--- src/design/msdt_pkg.sv ---
// Shared types and constants for the multi-slot deadline timer.
package msdt_pkg;

    localparam logic [2:0] OP_ADD     = 3'd0;
    localparam logic [2:0] OP_CANCEL  = 3'd1;
    localparam logic [2:0] OP_RESTART = 3'd2;
    localparam logic [2:0] OP_FIRE    = 3'd3;
    localparam logic [2:0] OP_TICK    = 3'd4;
    localparam logic [2:0] OP_FLUSH   = 3'd5;

    localparam logic [31:0] STALE_RESET = 32'd5000;

    typedef struct packed {
        logic [2:0]  operation;
        logic [3:0]  slot;
        logic [31:0] period_ms;
        logic        periodic;
        logic [47:0] now_ms;
    } msdt_in_t;

    typedef struct packed {
        logic [3:0]  fired_slot;
        logic        fired;
        logic        status;
        logic [47:0] next_timeout;
        logic        last;
    } msdt_out_t;

    // Commands from the controller to the datapath.
    typedef struct packed {
        logic load;
        logic rd_item;
        logic rd_first;
        logic do_op;
        logic scan_adv;
        logic emit_fire;
        logic emit_close;
        logic finish;
    } msdt_cmd_t;

    // Status from the datapath to the controller.
    typedef struct packed {
        logic scan_op;
        logic need_fire;
        logic last_slot;
        logic out_free;
    } msdt_sts_t;

endpackage

--- src/design/msdt_datapath.sv ---
// Datapath of the deadline timer: slot table, scan index, minimum tracker and result register.
module msdt_datapath
    import msdt_pkg::*;
#(
    parameter int NUM_SLOTS = 16,
    parameter int TIME_BITS = 48
)
(
    input  logic      clk,
    input  logic      rst_n,
    input  msdt_in_t  in_data,
    input  logic      cfg_we,
    input  logic [31:0] cfg_wdata,
    input  msdt_cmd_t cmd,
    output msdt_sts_t sts,
    output logic      out_valid,
    input  logic      out_ready,
    output msdt_out_t out_data
);

    localparam int SLOT_W = (NUM_SLOTS > 1) ? $clog2(NUM_SLOTS) : 1;
    localparam int DW     = (TIME_BITS > 32) ? TIME_BITS : 32;
    localparam int AW     = DW + 1;
    localparam logic [TIME_BITS-1:0] TMASK    = '1;
    localparam logic [SLOT_W-1:0]    LAST_IDX = SLOT_W'(NUM_SLOTS - 1);
    localparam logic [6:0]           SLOTS_7  = 7'(NUM_SLOTS);

    // Item registers.
    logic [2:0]           op_reg;
    logic [3:0]           slot_reg;
    logic [31:0]          per_in_reg;
    logic                 periodic_in_reg;
    logic [TIME_BITS-1:0] now_reg;

    logic [31:0] stale_reg;

    logic [NUM_SLOTS-1:0] active_reg, active_next;
    logic [NUM_SLOTS-1:0] periodic_reg, periodic_next;
    logic                 status_reg, status_next;
    logic [SLOT_W-1:0]    proc_idx_reg, proc_idx_next;

    logic                 cand_valid_reg, cand_valid_next;
    logic [TIME_BITS-1:0] cand_dead_reg, cand_dead_next;
    logic                 min_valid_reg, min_valid_next;
    logic [TIME_BITS-1:0] min_reg, min_next;

    logic      out_valid_reg, out_valid_next;
    msdt_out_t out_data_reg;

    logic [31:0]          period_mem [NUM_SLOTS];
    logic [TIME_BITS-1:0] arm_mem    [NUM_SLOTS];
    logic [TIME_BITS-1:0] dead_mem   [NUM_SLOTS];
    logic [31:0]          rd_per_reg;
    logic [TIME_BITS-1:0] rd_arm_reg;
    logic [TIME_BITS-1:0] rd_dead_reg;

    logic [SLOT_W-1:0]    rd_addr;
    logic [SLOT_W-1:0]    wr_addr;
    logic                 wr_per_en;
    logic                 wr_arm_en;
    logic                 wr_dead_en;
    logic [TIME_BITS-1:0] wr_dead_data;

    logic [SLOT_W-1:0]    slot_idx;
    logic                 in_range;
    logic                 slot_act;
    logic                 scan_op;
    logic                 cur_act;
    logic                 cur_periodic;
    logic [31:0]          arm_per;
    logic [AW-1:0]        arm_sum;
    logic [TIME_BITS-1:0] arm_dead;
    logic                 due;
    logic                 fresh;
    logic                 post_act;
    logic [TIME_BITS-1:0] post_dead;
    logic [TIME_BITS-1:0] nt_val;
    logic                 last_slot;

    always_comb
    begin
        slot_idx     = SLOT_W'(slot_reg);
        in_range     = {3'b000, slot_reg} < SLOTS_7;
        slot_act     = in_range ? active_reg[slot_idx] : 1'b0;
        scan_op      = (op_reg == OP_TICK) || (op_reg == OP_FLUSH);
        cur_act      = active_reg[proc_idx_reg];
        cur_periodic = periodic_reg[proc_idx_reg];
        last_slot    = proc_idx_reg == LAST_IDX;

        // Arming saturates at the largest time instead of wrapping.
        arm_per  = (op_reg == OP_ADD) ? per_in_reg : rd_per_reg;
        arm_sum  = AW'(now_reg) + AW'(arm_per);
        arm_dead = (arm_sum > AW'(TMASK)) ? TMASK : TIME_BITS'(arm_sum);

        due   = scan_op && cur_act && (rd_dead_reg <= now_reg);
        fresh = (now_reg >= rd_arm_reg) &&
                (DW'(now_reg - rd_dead_reg) < DW'(stale_reg));

        post_act  = cur_act && !(due && !cur_periodic);
        post_dead = (due && cur_periodic) ? arm_dead : rd_dead_reg;

        if ((op_reg == OP_FLUSH) || !min_valid_reg)
        begin
            nt_val = TMASK;
        end
        else if (min_reg <= now_reg)
        begin
            nt_val = '0;
        end
        else
        begin
            nt_val = min_reg - now_reg;
        end
    end

    always_comb
    begin
        active_next   = active_reg;
        periodic_next = periodic_reg;
        status_next   = status_reg;
        wr_addr       = proc_idx_reg;
        wr_per_en     = 1'b0;
        wr_arm_en     = 1'b0;
        wr_dead_en    = 1'b0;
        wr_dead_data  = arm_dead;

        if (cmd.load)
        begin
            status_next = 1'b0;
        end

        if (cmd.do_op)
        begin
            wr_addr = slot_idx;
            unique case (op_reg)
                OP_ADD:
                begin
                    if (!in_range)
                    begin
                        status_next = 1'b1;
                    end
                    else
                    begin
                        active_next[slot_idx]   = 1'b1;
                        periodic_next[slot_idx] = periodic_in_reg;
                        wr_per_en  = 1'b1;
                        wr_arm_en  = 1'b1;
                        wr_dead_en = 1'b1;
                    end
                end
                OP_CANCEL:
                begin
                    if (!slot_act)
                    begin
                        status_next = 1'b1;
                    end
                    else
                    begin
                        active_next[slot_idx] = 1'b0;
                    end
                end
                OP_RESTART:
                begin
                    if (!slot_act)
                    begin
                        status_next = 1'b1;
                    end
                    else
                    begin
                        wr_arm_en  = 1'b1;
                        wr_dead_en = 1'b1;
                    end
                end
                OP_FIRE:
                begin
                    if (!slot_act)
                    begin
                        status_next = 1'b1;
                    end
                    else
                    begin
                        wr_dead_en   = 1'b1;
                        wr_dead_data = now_reg;
                    end
                end
                default:
                begin
                end
            endcase
        end

        // A due slot re-arms if periodic and clears if one-shot.
        if (cmd.scan_adv && due)
        begin
            if (cur_periodic)
            begin
                wr_arm_en  = 1'b1;
                wr_dead_en = 1'b1;
            end
            else
            begin
                active_next[proc_idx_reg] = 1'b0;
            end
        end

        if (cmd.finish && (op_reg == OP_FLUSH))
        begin
            active_next = '0;
        end
    end

    always_comb
    begin
        if (cmd.rd_item && in_range)
        begin
            rd_addr = slot_idx;
        end
        else if (cmd.rd_first)
        begin
            rd_addr = '0;
        end
        else if (cmd.scan_adv && !last_slot)
        begin
            rd_addr = proc_idx_reg + SLOT_W'(1);
        end
        else
        begin
            rd_addr = proc_idx_reg;
        end

        if (cmd.rd_first)
        begin
            proc_idx_next = '0;
        end
        else if (cmd.scan_adv && !last_slot)
        begin
            proc_idx_next = proc_idx_reg + SLOT_W'(1);
        end
        else
        begin
            proc_idx_next = proc_idx_reg;
        end

        // The post-update deadline is registered as a candidate and compared against
        // the running minimum in the cycle after the slot is processed.
        cand_valid_next = cmd.scan_adv && post_act;
        cand_dead_next  = post_dead;
        min_valid_next  = min_valid_reg;
        min_next        = min_reg;
        if (cand_valid_reg && (!min_valid_reg || (cand_dead_reg < min_reg)))
        begin
            min_valid_next = 1'b1;
            min_next       = cand_dead_reg;
        end
        if (cmd.rd_first)
        begin
            min_valid_next  = 1'b0;
            cand_valid_next = 1'b0;
        end

        if (cmd.emit_fire || cmd.emit_close)
        begin
            out_valid_next = 1'b1;
        end
        else if (out_ready)
        begin
            out_valid_next = 1'b0;
        end
        else
        begin
            out_valid_next = out_valid_reg;
        end
    end

    always_ff @(posedge clk or negedge rst_n)
    begin
        if (!rst_n)
        begin
            stale_reg      <= STALE_RESET;
            active_reg     <= '0;
            periodic_reg   <= '0;
            status_reg     <= 1'b0;
            proc_idx_reg   <= '0;
            cand_valid_reg <= 1'b0;
            min_valid_reg  <= 1'b0;
            out_valid_reg  <= 1'b0;
        end
        else
        begin
            if (cfg_we)
            begin
                stale_reg <= cfg_wdata;
            end
            active_reg     <= active_next;
            periodic_reg   <= periodic_next;
            status_reg     <= status_next;
            proc_idx_reg   <= proc_idx_next;
            cand_valid_reg <= cand_valid_next;
            min_valid_reg  <= min_valid_next;
            out_valid_reg  <= out_valid_next;
        end
    end

    always_ff @(posedge clk)
    begin
        if (cmd.load)
        begin
            op_reg          <= in_data.operation;
            slot_reg        <= in_data.slot;
            per_in_reg      <= in_data.period_ms;
            periodic_in_reg <= in_data.periodic;
            now_reg         <= TIME_BITS'(in_data.now_ms);
        end
        cand_dead_reg <= cand_dead_next;
        min_reg       <= min_next;
        if (cmd.emit_fire)
        begin
            out_data_reg.fired_slot   <= 4'(proc_idx_reg);
            out_data_reg.fired        <= 1'b1;
            out_data_reg.status       <= 1'b0;
            out_data_reg.next_timeout <= '0;
            out_data_reg.last         <= 1'b0;
        end
        else if (cmd.emit_close)
        begin
            out_data_reg.fired_slot   <= '0;
            out_data_reg.fired        <= 1'b0;
            out_data_reg.status       <= status_reg;
            out_data_reg.next_timeout <= 48'(nt_val);
            out_data_reg.last         <= 1'b1;
        end
    end

    // Slot table memories: one write and one registered read per cycle.
    always_ff @(posedge clk)
    begin
        if (wr_per_en)
        begin
            period_mem[wr_addr] <= per_in_reg;
        end
        if (wr_arm_en)
        begin
            arm_mem[wr_addr] <= now_reg;
        end
        if (wr_dead_en)
        begin
            dead_mem[wr_addr] <= wr_dead_data;
        end
        rd_per_reg  <= period_mem[rd_addr];
        rd_arm_reg  <= arm_mem[rd_addr];
        rd_dead_reg <= dead_mem[rd_addr];
    end

    assign sts.scan_op   = scan_op;
    assign sts.need_fire = due && fresh;
    assign sts.last_slot = last_slot;
    assign sts.out_free  = !out_valid_reg || out_ready;

    assign out_valid = out_valid_reg;
    assign out_data  = out_data_reg;

    a_no_overwrite: assert property (@(posedge clk) disable iff (!rst_n)
        (out_valid_reg && !out_ready) |-> !(cmd.emit_fire || cmd.emit_close))
        else $error("result register overwritten while held");

    a_flush_clears: assert property (@(posedge clk) disable iff (!rst_n)
        (cmd.finish && (op_reg == OP_FLUSH)) |=> (active_reg == '0))
        else $error("flush left an active slot");

    a_fire_only_due: assert property (@(posedge clk) disable iff (!rst_n)
        cmd.emit_fire |-> (cmd.scan_adv && due && fresh))
        else $error("fired result for a slot that is not due and fresh");

endmodule

--- src/design/msdt_ctrl.sv ---
// Controller state machine that sequences each item through the slot scan.
module msdt_ctrl
    import msdt_pkg::*;
(
    input  logic      clk,
    input  logic      rst_n,
    input  logic      in_valid,
    output logic      in_ready,
    input  msdt_sts_t sts,
    output msdt_cmd_t cmd
);

    localparam logic [2:0] S_IDLE  = 3'd0;
    localparam logic [2:0] S_LOAD  = 3'd1;
    localparam logic [2:0] S_OP    = 3'd2;
    localparam logic [2:0] S_RD0   = 3'd3;
    localparam logic [2:0] S_SCAN  = 3'd4;
    localparam logic [2:0] S_MERGE = 3'd5;
    localparam logic [2:0] S_CLOSE = 3'd6;

    logic [2:0] state_reg, state_next;

    always_comb
    begin
        state_next = state_reg;
        cmd        = '0;
        in_ready   = 1'b0;
        unique case (state_reg)
            S_IDLE:
            begin
                in_ready = 1'b1;
                if (in_valid)
                begin
                    cmd.load   = 1'b1;
                    state_next = S_LOAD;
                end
            end
            S_LOAD:
            begin
                if (sts.scan_op)
                begin
                    cmd.rd_first = 1'b1;
                    state_next   = S_SCAN;
                end
                else
                begin
                    cmd.rd_item = 1'b1;
                    state_next  = S_OP;
                end
            end
            S_OP:
            begin
                cmd.do_op  = 1'b1;
                state_next = S_RD0;
            end
            S_RD0:
            begin
                cmd.rd_first = 1'b1;
                state_next   = S_SCAN;
            end
            S_SCAN:
            begin
                // A fired result waits for room in the result register.
                if (!sts.need_fire || sts.out_free)
                begin
                    cmd.scan_adv  = 1'b1;
                    cmd.emit_fire = sts.need_fire;
                    if (sts.last_slot)
                    begin
                        state_next = S_MERGE;
                    end
                end
            end
            S_MERGE:
            begin
                cmd.finish = 1'b1;
                state_next = S_CLOSE;
            end
            S_CLOSE:
            begin
                if (sts.out_free)
                begin
                    cmd.emit_close = 1'b1;
                    state_next     = S_IDLE;
                end
            end
            default:
            begin
                state_next = S_IDLE;
            end
        endcase
    end

    always_ff @(posedge clk or negedge rst_n)
    begin
        if (!rst_n)
        begin
            state_reg <= S_IDLE;
        end
        else
        begin
            state_reg <= state_next;
        end
    end

    a_accept_loads: assert property (@(posedge clk) disable iff (!rst_n)
        (in_valid && in_ready) |=> (state_reg == S_LOAD))
        else $error("accepted transfer did not start an item");

    a_close_ends: assert property (@(posedge clk) disable iff (!rst_n)
        cmd.emit_close |=> (state_reg == S_IDLE))
        else $error("closing result did not end the item");

    a_fire_in_scan: assert property (@(posedge clk) disable iff (!rst_n)
        cmd.emit_fire |-> (state_reg == S_SCAN))
        else $error("fired result issued outside the slot scan");

endmodule

--- src/design/multi_slot_deadline_timer_unit.sv ---
// Top level of the multi-slot deadline timer: controller plus datapath.
//
//  Channel   Direction  Handshake            Payload
//  in        input      in_valid/in_ready    in_data (msdt_in_t)
//  out       output     out_valid/out_ready  out_data (msdt_out_t)
//  cfg       input      cfg_we               cfg_wdata (stale window, ms)
//
// A tick or flush goes from its transfer straight into the slot scan, while add,
// cancel, restart and fire-now first perform the addressed-slot operation; the
// scan reads the slot table through its single memory read port, one slot per
// cycle unless a fired result waits for room, to find due slots and the earliest
// deadline. A fired or closing result that finds the result register still held
// by an unaccepted result waits until the register is free.
// Reset clears all slots and sets the stale window to 5000 ms; no clearing
// pass is needed since slot contents are read only for active slots.
module multi_slot_deadline_timer_unit
    import msdt_pkg::*;
#(
    parameter int NUM_SLOTS = 16,
    parameter int TIME_BITS = 48
)
(
    input  logic        clk,
    input  logic        rst_n,
    input  logic        in_valid,
    output logic        in_ready,
    input  msdt_in_t    in_data,
    output logic        out_valid,
    input  logic        out_ready,
    output msdt_out_t   out_data,
    input  logic        cfg_we,
    input  logic [31:0] cfg_wdata
);

    msdt_cmd_t cmd;
    msdt_sts_t sts;

    // The controller accepts a transfer only between items, then steps the
    // datapath through the addressed-slot operation and the full slot scan.
    msdt_ctrl u_ctrl (
        .clk      (clk),
        .rst_n    (rst_n),
        .in_valid (in_valid),
        .in_ready (in_ready),
        .sts      (sts),
        .cmd      (cmd)
    );

    // The datapath holds the slot table, the scan index, the running minimum
    // deadline and the result register that decouples the output side.
    msdt_datapath #(
        .NUM_SLOTS (NUM_SLOTS),
        .TIME_BITS (TIME_BITS)
    ) u_datapath (
        .clk       (clk),
        .rst_n     (rst_n),
        .in_data   (in_data),
        .cfg_we    (cfg_we),
        .cfg_wdata (cfg_wdata),
        .cmd       (cmd),
        .sts       (sts),
        .out_valid (out_valid),
        .out_ready (out_ready),
        .out_data  (out_data)
    );

endmodule
--- config.mk ---
export PLATFORM = sky130hd
export DESIGN_NAME = multi_slot_deadline_timer_unit
export DESIGN_NICKNAME = d
export VERILOG_FILES = /design/src/design/msdt_pkg.sv /design/src/design/msdt_datapath.sv /design/src/design/msdt_ctrl.sv /design/src/design/multi_slot_deadline_timer_unit.sv
export SDC_FILE = /design/constraint.sdc
export NUM_CORES = 2
export LEC_CHECK = 0
export BUFFER_PORTS_ARGS = -buffer_cell sky130_fd_sc_hd__buf_2
export CAP_MARGIN = 20
export CORE_MARGIN = 1
export CORE_UTILIZATION = 50
export DETAILED_ROUTE_END_ITERATION = 8
export GPL_TIMING_DRIVEN = 0
export PLACE_DENSITY = 0.65
export SLEW_MARGIN = 20
export SYNTH_ARGS = -nofsm -noshare
export SYNTH_HDL_FRONTEND = slang
export SYNTH_SLANG_ARGS = --single-unit
--- constraint.sdc ---
create_clock -name clk -period 7.8 [get_ports clk]
set_input_delay 1.17 -clock clk [delete_from_list [all_inputs] [get_ports clk]]
set_output_delay 1.17 -clock clk [all_outputs]
set_load 0.05 [all_outputs]
## After elaboration in Yosys (flattened, before gate mapping)

Memory sizes are Yosys's and may differ from the RTL's. A register that Yosys moved wholly into a read port is not among the register bits.
Index checks and enable logic that the tools add are counted.

- $add $sub $neg: 4
- Bitwise operators: 5
- Muxes and demuxes: 76
- Equality and inequality tests: 16
- Magnitude comparators: 10
- Reductions and logical operators: 35

Operators with widths:

| kind | number |
|---|---|
| 48-bit 2-to-1 mux | 7 |
| 55-bit 2-to-1 mux | 2 |
| 48-bit less-or-equal comparator | 2 |
| 48-bit subtractor | 2 |
| 16-bit 2-to-1 mux | 5 |
| 48-bit by 32-bit adder with 49-bit output | 1 |
| 49-bit by 48-bit > comparator with 1-bit output, second input constant | 1 |
| 48-bit >= comparator | 1 |
| 48-bit by 32-bit < comparator with 1-bit output | 1 |
| 48-bit < comparator | 1 |
| 1-bit 2-to-1 mux | 39 |
| 16-bit AND | 2 |
| 32-bit 2-to-1 mux | 1 |
| 16-bit inverter | 2 |
| 16-bit case mux with 2 select lines | 1 |
| 3-bit case mux with 7 select lines | 1 |
| 16-bit bitwise mux | 1 |
| 4-bit 2-to-1 mux | 4 |
| 16-bit OR | 1 |
| 3-bit == test, second input constant | 5 |
| 3-bit 2-to-1 mux | 5 |
| 1-bit logical AND | 14 |
| 1-bit binary-select mux with 4-bit select | 3 |
| 3-bit by 2-bit == test with 1-bit output, second input constant | 4 |
| 18 further kinds | 40 |

- Register bits: 314
- Memories kept: 3
- Input bits: 125
- Bits in writable memories: 2048
- Logic and storage cells: 170

Memories:

| memory | depth | bits a word | rd ports | clocked after Yosys merged registers in | wr ports | line | RTL |
|---|---|---|---|---|---|---|---|
| u_datapath.arm_mem | 16 | 48 | 1 | 1 | 1 | msdt_datapath.sv:51 | `logic [TIME_BITS-1:0] arm_mem [NUM_SLOTS];` |
| u_datapath.dead_mem | 16 | 48 | 1 | 1 | 1 | msdt_datapath.sv:52 | `logic [TIME_BITS-1:0] dead_mem [NUM_SLOTS];` |
| u_datapath.period_mem | 16 | 32 | 1 | 1 | 1 | msdt_datapath.sv:50 | `logic [31:0] period_mem [NUM_SLOTS];` |

## Depth between registers and ports, before layout

- Depth in word-level cells: 13
- Gate-level depth with buffers: 34

## Hierarchy

Synthesis repeated with hierarchy kept, for this count alone.

- Cells, all modules: 6339
- Area total of the unflattened synthesis: 103256.5 um2

Modules (own cells, without submodules):

| module | cells each | area each (um2) | sequential area each (um2) | instances |
|---|---|---|---|---|
| msdt_datapath | 6310 | 102997.5 | 72055.4 | 1 |
| msdt_ctrl | 29 | 259.0 | 75.1 | 1 |

## Worst setup path before layout

OpenSTA, ideal clock, no wires.

- Path type: register to register
- From: register u_datapath.now_reg[0]
- To: memory u_datapath.dead_mem[9][0] (enable)
- Data arrival time: 7.652 ns
- Cell stages (with the launch flop): 31
- Path slack: -0.311 ns
- Clock period less this slack: 8.111 ns
- Cells stage by stage: edfxtp_1 -> inv_1 -> ha_1 -> fa_1 -> nand2b_1 -> a21oi_1 -> o211ai_1 -> a211oi_2 -> or2_2 -> a21oi_1 -> nor2_1 -> o21ai_0 -> nand2b_1 -> a21oi_1 -> xnor2_1 -> ha_1 -> nand4_1 -> or4b_2 -> o211ai_1 -> a211oi_1 -> a211oi_1 -> a2111oi_0 -> nand4_1 -> nor4_1 -> nand4b_2 -> o31a_1 -> buf_6 -> a22oi_1 -> and2_0 -> nand2b_1 -> nor2b_1

- Longest elaborated chain between the ends: 12
- Elaborated cells on any way between the ends: 15

RTL lines:

| item | line | RTL |
|---|---|---|
| start, declared | msdt_datapath.sv:33 | `logic [TIME_BITS-1:0] now_reg;` |
| start signal, assigned | msdt_datapath.sv:312 | `now_reg <= TIME_BITS'(in_data.now_ms);` |
| 48-bit subtractor | msdt_datapath.sv:97 | `(DW'(now_reg - rd_dead_reg) < DW'(stale_reg));` |
| 48-bit by 32-bit < comparator with 1-bit output | msdt_datapath.sv:97 |  |
| 1-bit logical AND | msdt_datapath.sv:96 | `fresh = (now_reg >= rd_arm_reg) &&` |
| 1-bit logical AND | msdt_datapath.sv:355 | `assign sts.need_fire = due && fresh;` |
| 1-bit logical NOT | msdt_ctrl.sv:64 | `if (!sts.need_fire \|\| sts.out_free)` |
| 1-bit logical OR | msdt_ctrl.sv:64 |  |
| 2-bit 2-to-1 mux | msdt_ctrl.sv:64 |  |
| 2-bit 2-to-1 mux | msdt_ctrl.sv:28 | `unique case (state_reg)` |
| 1-bit logical AND (*) | msdt_datapath.sv:193 | `if (cmd.scan_adv && due)` |
| 1-bit 2-to-1 mux (*) | msdt_datapath.sv:193 |  |
| 1-bit 2-to-1 mux (*) | msdt_datapath.sv:345 | `if (wr_dead_en)` |
| 1-bit 2-to-1 mux (implied by the code) (*) | msdt_datapath.sv:347 | `dead_mem[wr_addr] <= wr_dead_data;` |
| end, declared | msdt_datapath.sv:52 |  |

Every way passes the cells marked *; elsewhere a longest branch is shown, timed or not.

## Worst setup path after layout

- From: register u_datapath.now_reg[0]
- To: register u_datapath.rd_dead_reg[7] (read register of u_datapath.dead_mem)

- Longest elaborated chain between the ends: 12
- Elaborated cells on any way between the ends: 15

RTL lines:

| item | line | RTL |
|---|---|---|
| 48-bit subtractor | msdt_datapath.sv:97 |  |
| 48-bit by 32-bit < comparator with 1-bit output | msdt_datapath.sv:97 |  |
| 1-bit logical AND | msdt_datapath.sv:96 |  |
| 1-bit logical AND (*) | msdt_datapath.sv:355 |  |
| 1-bit logical NOT (*) | msdt_ctrl.sv:64 |  |
| 1-bit logical OR (*) | msdt_ctrl.sv:64 |  |
| 2-bit 2-to-1 mux (*) | msdt_ctrl.sv:64 |  |
| 2-bit 2-to-1 mux (*) | msdt_ctrl.sv:28 |  |
| 1-bit logical AND (*) | msdt_datapath.sv:222 | `else if (cmd.scan_adv && !last_slot)` |
| 4-bit 2-to-1 mux (*) (2 in series) | n/a |  |
| 4-bit 2-to-1 mux (*) | msdt_datapath.sv:214 | `if (cmd.rd_item && in_range)` |
| end, declared | msdt_datapath.sv:55 | `logic [TIME_BITS-1:0] rd_dead_reg;` |

Marked as above.
A chain may end at the register's enable or synchronous reset.

==> flow_metrics.py <==
metrics = {
    "run_status": {
        "run_status": "finished clean",
    },
    "power": {
        "cellLeakagePower_nw": 43.3,
        "areal_power_density_over_the_cells_nw_per_um2": 444,
        "vdd_drop_max_uv": 290,
        "p_total_w": 0.0551,
        "net-switching-power_w": 0.0198,
        "seq_power_share": 0.329,
        "clk_network_pwr_share": 0.224,
        "combinationalPowerShare": 0.447,
        "switching_share": 0.359,
        "cell_internal_pwr_w": 0.0353,
    },
    "clocking": {
        "cts.hold.buffers_added": 0,
        "cts-root-to-sink-buffers": 4,
        "worst_setup_hold_path_clk_slew_ns": 0.07,
        "htree_levels": 5,
        "cts_inserted_buffers": 275,
        "tritoncts": "done",
        "cts.root.buffer_cell": "sky130_fd_sc_hd__clkbuf_16",
        "num_clock_sinks": 2490,
        "worst_skew_pair.late_latency_ns": 0.93,
    },
    "sta": {
        "rsz_0062_raised_after_global_routing": "true",
        "setup_viol_count_final": 0,
        "final_min_period_over_clock_period": 0.993,
        "timing.final.crit_period_ns": 7.75,
        "timing_hold_violations_final": 0,
        "fin_setup_tns_ns": 0,
        "report.final.slew_viol_count": 0,
        "max_freq_mhz": 129,
        "maxSlewHeadroom": 0.192,
        "tightestPinTransition_ns": 1.21,
        "finalClockSkew_ns": 0.0587,
    },
    "critical_path": {
        "critPathCaptureType": "flop",
        "timing_worst_setup_path_type": "flop to flop",
        "cp.arrival_ns": 8.52,
        "worstPathRequired_ns": 8.57,
        "cpMaxStageDelayCell": "sky130_fd_sc_hd__mux4_2",
        "worst_setup_path_start_kind": "flop",
        "slowest_delay_ns": 0.51,
        "critPathMaxFanout": 7,
    },
    "yosys": {
        "syn_area_um2": 103000,
        "synthesis.yosys.warnings": 0,
        "most_used_standard_cell_by_instance_count_after_synthesis": "sky130_fd_sc_hd__edfxtp_1",
        "synth_enable_flop_cells": 2188,
        "yosys_most_used_dff": "sky130_fd_sc_hd__edfxtp_1",
        "synth_cells": 5919,
        "netlist_top_cells_count": "2188 x sky130_fd_sc_hd__edfxtp_1, 519 x sky130_fd_sc_hd__mux4_2, 286 x sky130_fd_sc_hd__nor2_1",
        "largest_family_of_logic_cells_by_synthesized_area": "multiplexers",
        "synth_compound_gate_area_share": 0.0663,
        "postSynthRegisterBits": 2490,
        "yosys.area.top_type": "sky130_fd_sc_hd__edfxtp_1",
        "synth_xor_area_frac": 0.0101,
        "synth_cell_type_count": 92,
        "ys_seq_area_frac": 0.702,
        "ys_top_cells_by_area": "sky130_fd_sc_hd__edfxtp_1 64%, sky130_fd_sc_hd__mux4_2 11%, sky130_fd_sc_hd__dfxtp_1 4.4%",
        "syn-num-nets": 6305,
        "yosysTopAreaCellShare": 0.640,
        "multiplexer_area_fraction_after_synthesis": 0.122,
        "simple_gate_fraction_of_synth_area": 0.0417,
        "syn_avg_cell_area_um2": 17.4,
        "post_synth_fa_ha_maj_area_fraction": 0.0320,
        "synthArstFlopShare": 0.0301,
    },
    "place": {
        "port_buffers": 180,
        "gp_routability_congestion": 0.990,
        "hpwl_after_detailed_placement_um": 204000,
        "total_cell_area_at_the_placement_stage_um2": 111000,
    },
    "final_layout": {
        "final_design_area_no_fill_um2": 124000,
        "finish.utilization": 0.606,
        "synthToLayoutAreaGrowth_pct": 20.6,
        "num-nets-final": 7091,
        "layout_top_registers": "u_datapath.arm_mem (768), u_datapath.dead_mem (768), u_datapath.period_mem (512)",
        "layout_cells_sized_above_1": 0.289,
    },
    "floorplan": {
        "die_area_um2": 207000,
        "ios": 182,
        "row_count": 166,
        "coreArea_um2": 204000,
        "initial_utilization": 0.503,
        "floorplan.die.width_um": 455,
        "chipHeight_um": 455,
    },
    "detailed_routing": {
        "met1Wirelength_um": 114000,
        "drt.antenna.violating_nets": 0,
        "vias": 59820,
        "drt_iter0_drc": 7297,
        "highest-signal-layer": "met5",
        "drt_first_pass_iters": 8,
        "wl_met2_um": 144000,
        "avgViaCountPerCell": 6.24,
        "wire_length_per_cell_um": 31.6,
        "wirelength_um": 303000,
        "met3_wirelength_um": 26800,
        "route.detailed.drc": 0,
    },
    "grt": {
        "overflow": 0,
        "grt_start_max_net_pins": 44,
        "grt_antenna_before_repair": 10,
        "grt.total_usage": 0.287,
        "first_global_vias": 58699,
        "grt_first_pass_wirelength_um": 420000,
    },
    "hold_path": {
        "hold_path_class": "primary input to async pin",
    },
    "flow_run": {
        "drv_cap": 0,
    },
}
## cell usage in the layout (no fill, tap or decap), types with 38 or more instances in the layout
master,Yosys,layout
sky130_fd_sc_hd__nor2_4,0,49
sky130_fd_sc_hd__buf_2,78,212
sky130_fd_sc_hd__buf_12,3,116
sky130_fd_sc_hd__inv_1,257,255
sky130_fd_sc_hd__mux4_2,519,524
sky130_fd_sc_hd__ha_1,258,252
sky130_fd_sc_hd__mux2_2,50,50
sky130_fd_sc_hd__xnor2_1,85,80
sky130_fd_sc_hd__a21oi_1,268,230
sky130_fd_sc_hd__buf_4,12,127
sky130_fd_sc_hd__a21o_1,122,122
sky130_fd_sc_hd__nand2_1,285,276
sky130_fd_sc_hd__dfrtp_1,70,70
sky130_fd_sc_hd__edfxtp_1,2188,2188
sky130_fd_sc_hd__o21ai_0,128,122
sky130_fd_sc_hd__clkbuf_1,114,181
sky130_fd_sc_hd__nand3_1,55,55
sky130_fd_sc_hd__dfxtp_1,227,227
sky130_fd_sc_hd__a22oi_1,252,64
sky130_fd_sc_hd__buf_16,0,97
sky130_fd_sc_hd__nor2_1,286,236
sky130_fd_sc_hd__nand4_1,38,38
sky130_fd_sc_hd__clkbuf_16,0,305
sky130_fd_sc_hd__nor3_1,77,72
sky130_fd_sc_hd__a22oi_2,1,189
## path summary, 6_finish.rpt
check | cells after the start | slack (ns) | startpoint | to
max | 32 | 0.05 | u_datapath.now_reg[0] | u_datapath.rd_dead_reg[7]
min | 1 | 0.16 | rst_n | u_datapath.stale_reg[2]
max reg2reg | 32 | 0.05 | u_datapath.now_reg[0] | u_datapath.rd_dead_reg[7]
min reg2reg | 0 | 0.43 | u_datapath.cand_dead_reg[47] | u_datapath.min_reg[47]
max in group asynchronous | 2 | 7.06 | rst_n | u_datapath.min_valid_reg
min in group clk | 1 | 0.43 | in_data[57] | u_datapath.per_in_reg[8]
## power by group through the flow
stage          sequential [W]  combinational, W  clock (W)
5_1_grt                0.0182            0.0260     0.0130
4_1_cts                0.0182            0.0221     0.0125
6_report               0.0181            0.0246     0.0124
3_3_place_gp           0.0187            0.0195          0
3_5_place_dp           0.0186            0.0203          0
2_1_floorplan          0.0184            0.0135          0
## timing repair
item                        CTS  global route
buffers inserted             90            55
cloned                        7            25
setup endpoints to repair  2506           989
gates resized for setup     195           332
pin swaps                    32           129
## stage by stage
stage,hold WS (ns),cells,setup slack (ns)
2_1_floorplan,0.400,5919,-0.221
3_3_place_gp,0.420,8787,-6.04
3_5_place_dp,0.423,8938,-3.34
4_1_cts,0.137,9507,-0.00298
5_1_grt,0.158,9590,-0.226
6_report,0.165,9590,0.0510
## worst max-delay path, delay by kind of cell, from the launching register on
kind	cells	cell delay, ns
adder cells (fa/ha/maj)	3	0.82
AO/OA/AOI/OAI	12	2.92
buffers and inverters	10	1.69
multiplexers	1	0.51
AND/OR/NAND/NOR	5	0.92
flip-flops	1	0.38
XOR/XNOR	1	0.30
## kinds of logic (layout without fill, tap and decap cells)
kind of cell,after synthesis,in the layout
flops,2490,2490
compound gates,1012,1012
simple gates,926,926
mux,591,591
buf+inv,521,1502
fa+ha+maj,261,261
xor+xnor,118,118
other cells,0,2
## per-layer routing
| metal | GRT usage | vias to the layer above |
|---|---|---|
| met5 | 0 | - |
| met4 | 0.148 | 4 |
| met2 | 0.461 | 2997 |
| met1 | 0.371 | 30925 |
| li1 | - | 25176 |
| met3 | 0.0594 | 718 |
## final cells by class
cell class | instances | area (µm²)
antenna | 2 | 5.00
timing repair buffer | 513 | 6820
clock buffer | 392 | 7640
inverter | 257 | 972
clock inverter | 80 | 763
buffer | 260 | 2270
tap | 2688 | 3360
sequential | 2490 | 72100
multi-input combinational | 2908 | 30000
fill | 14643 | 80400
No activity file was read; power rests on OpenSTA's default activity.
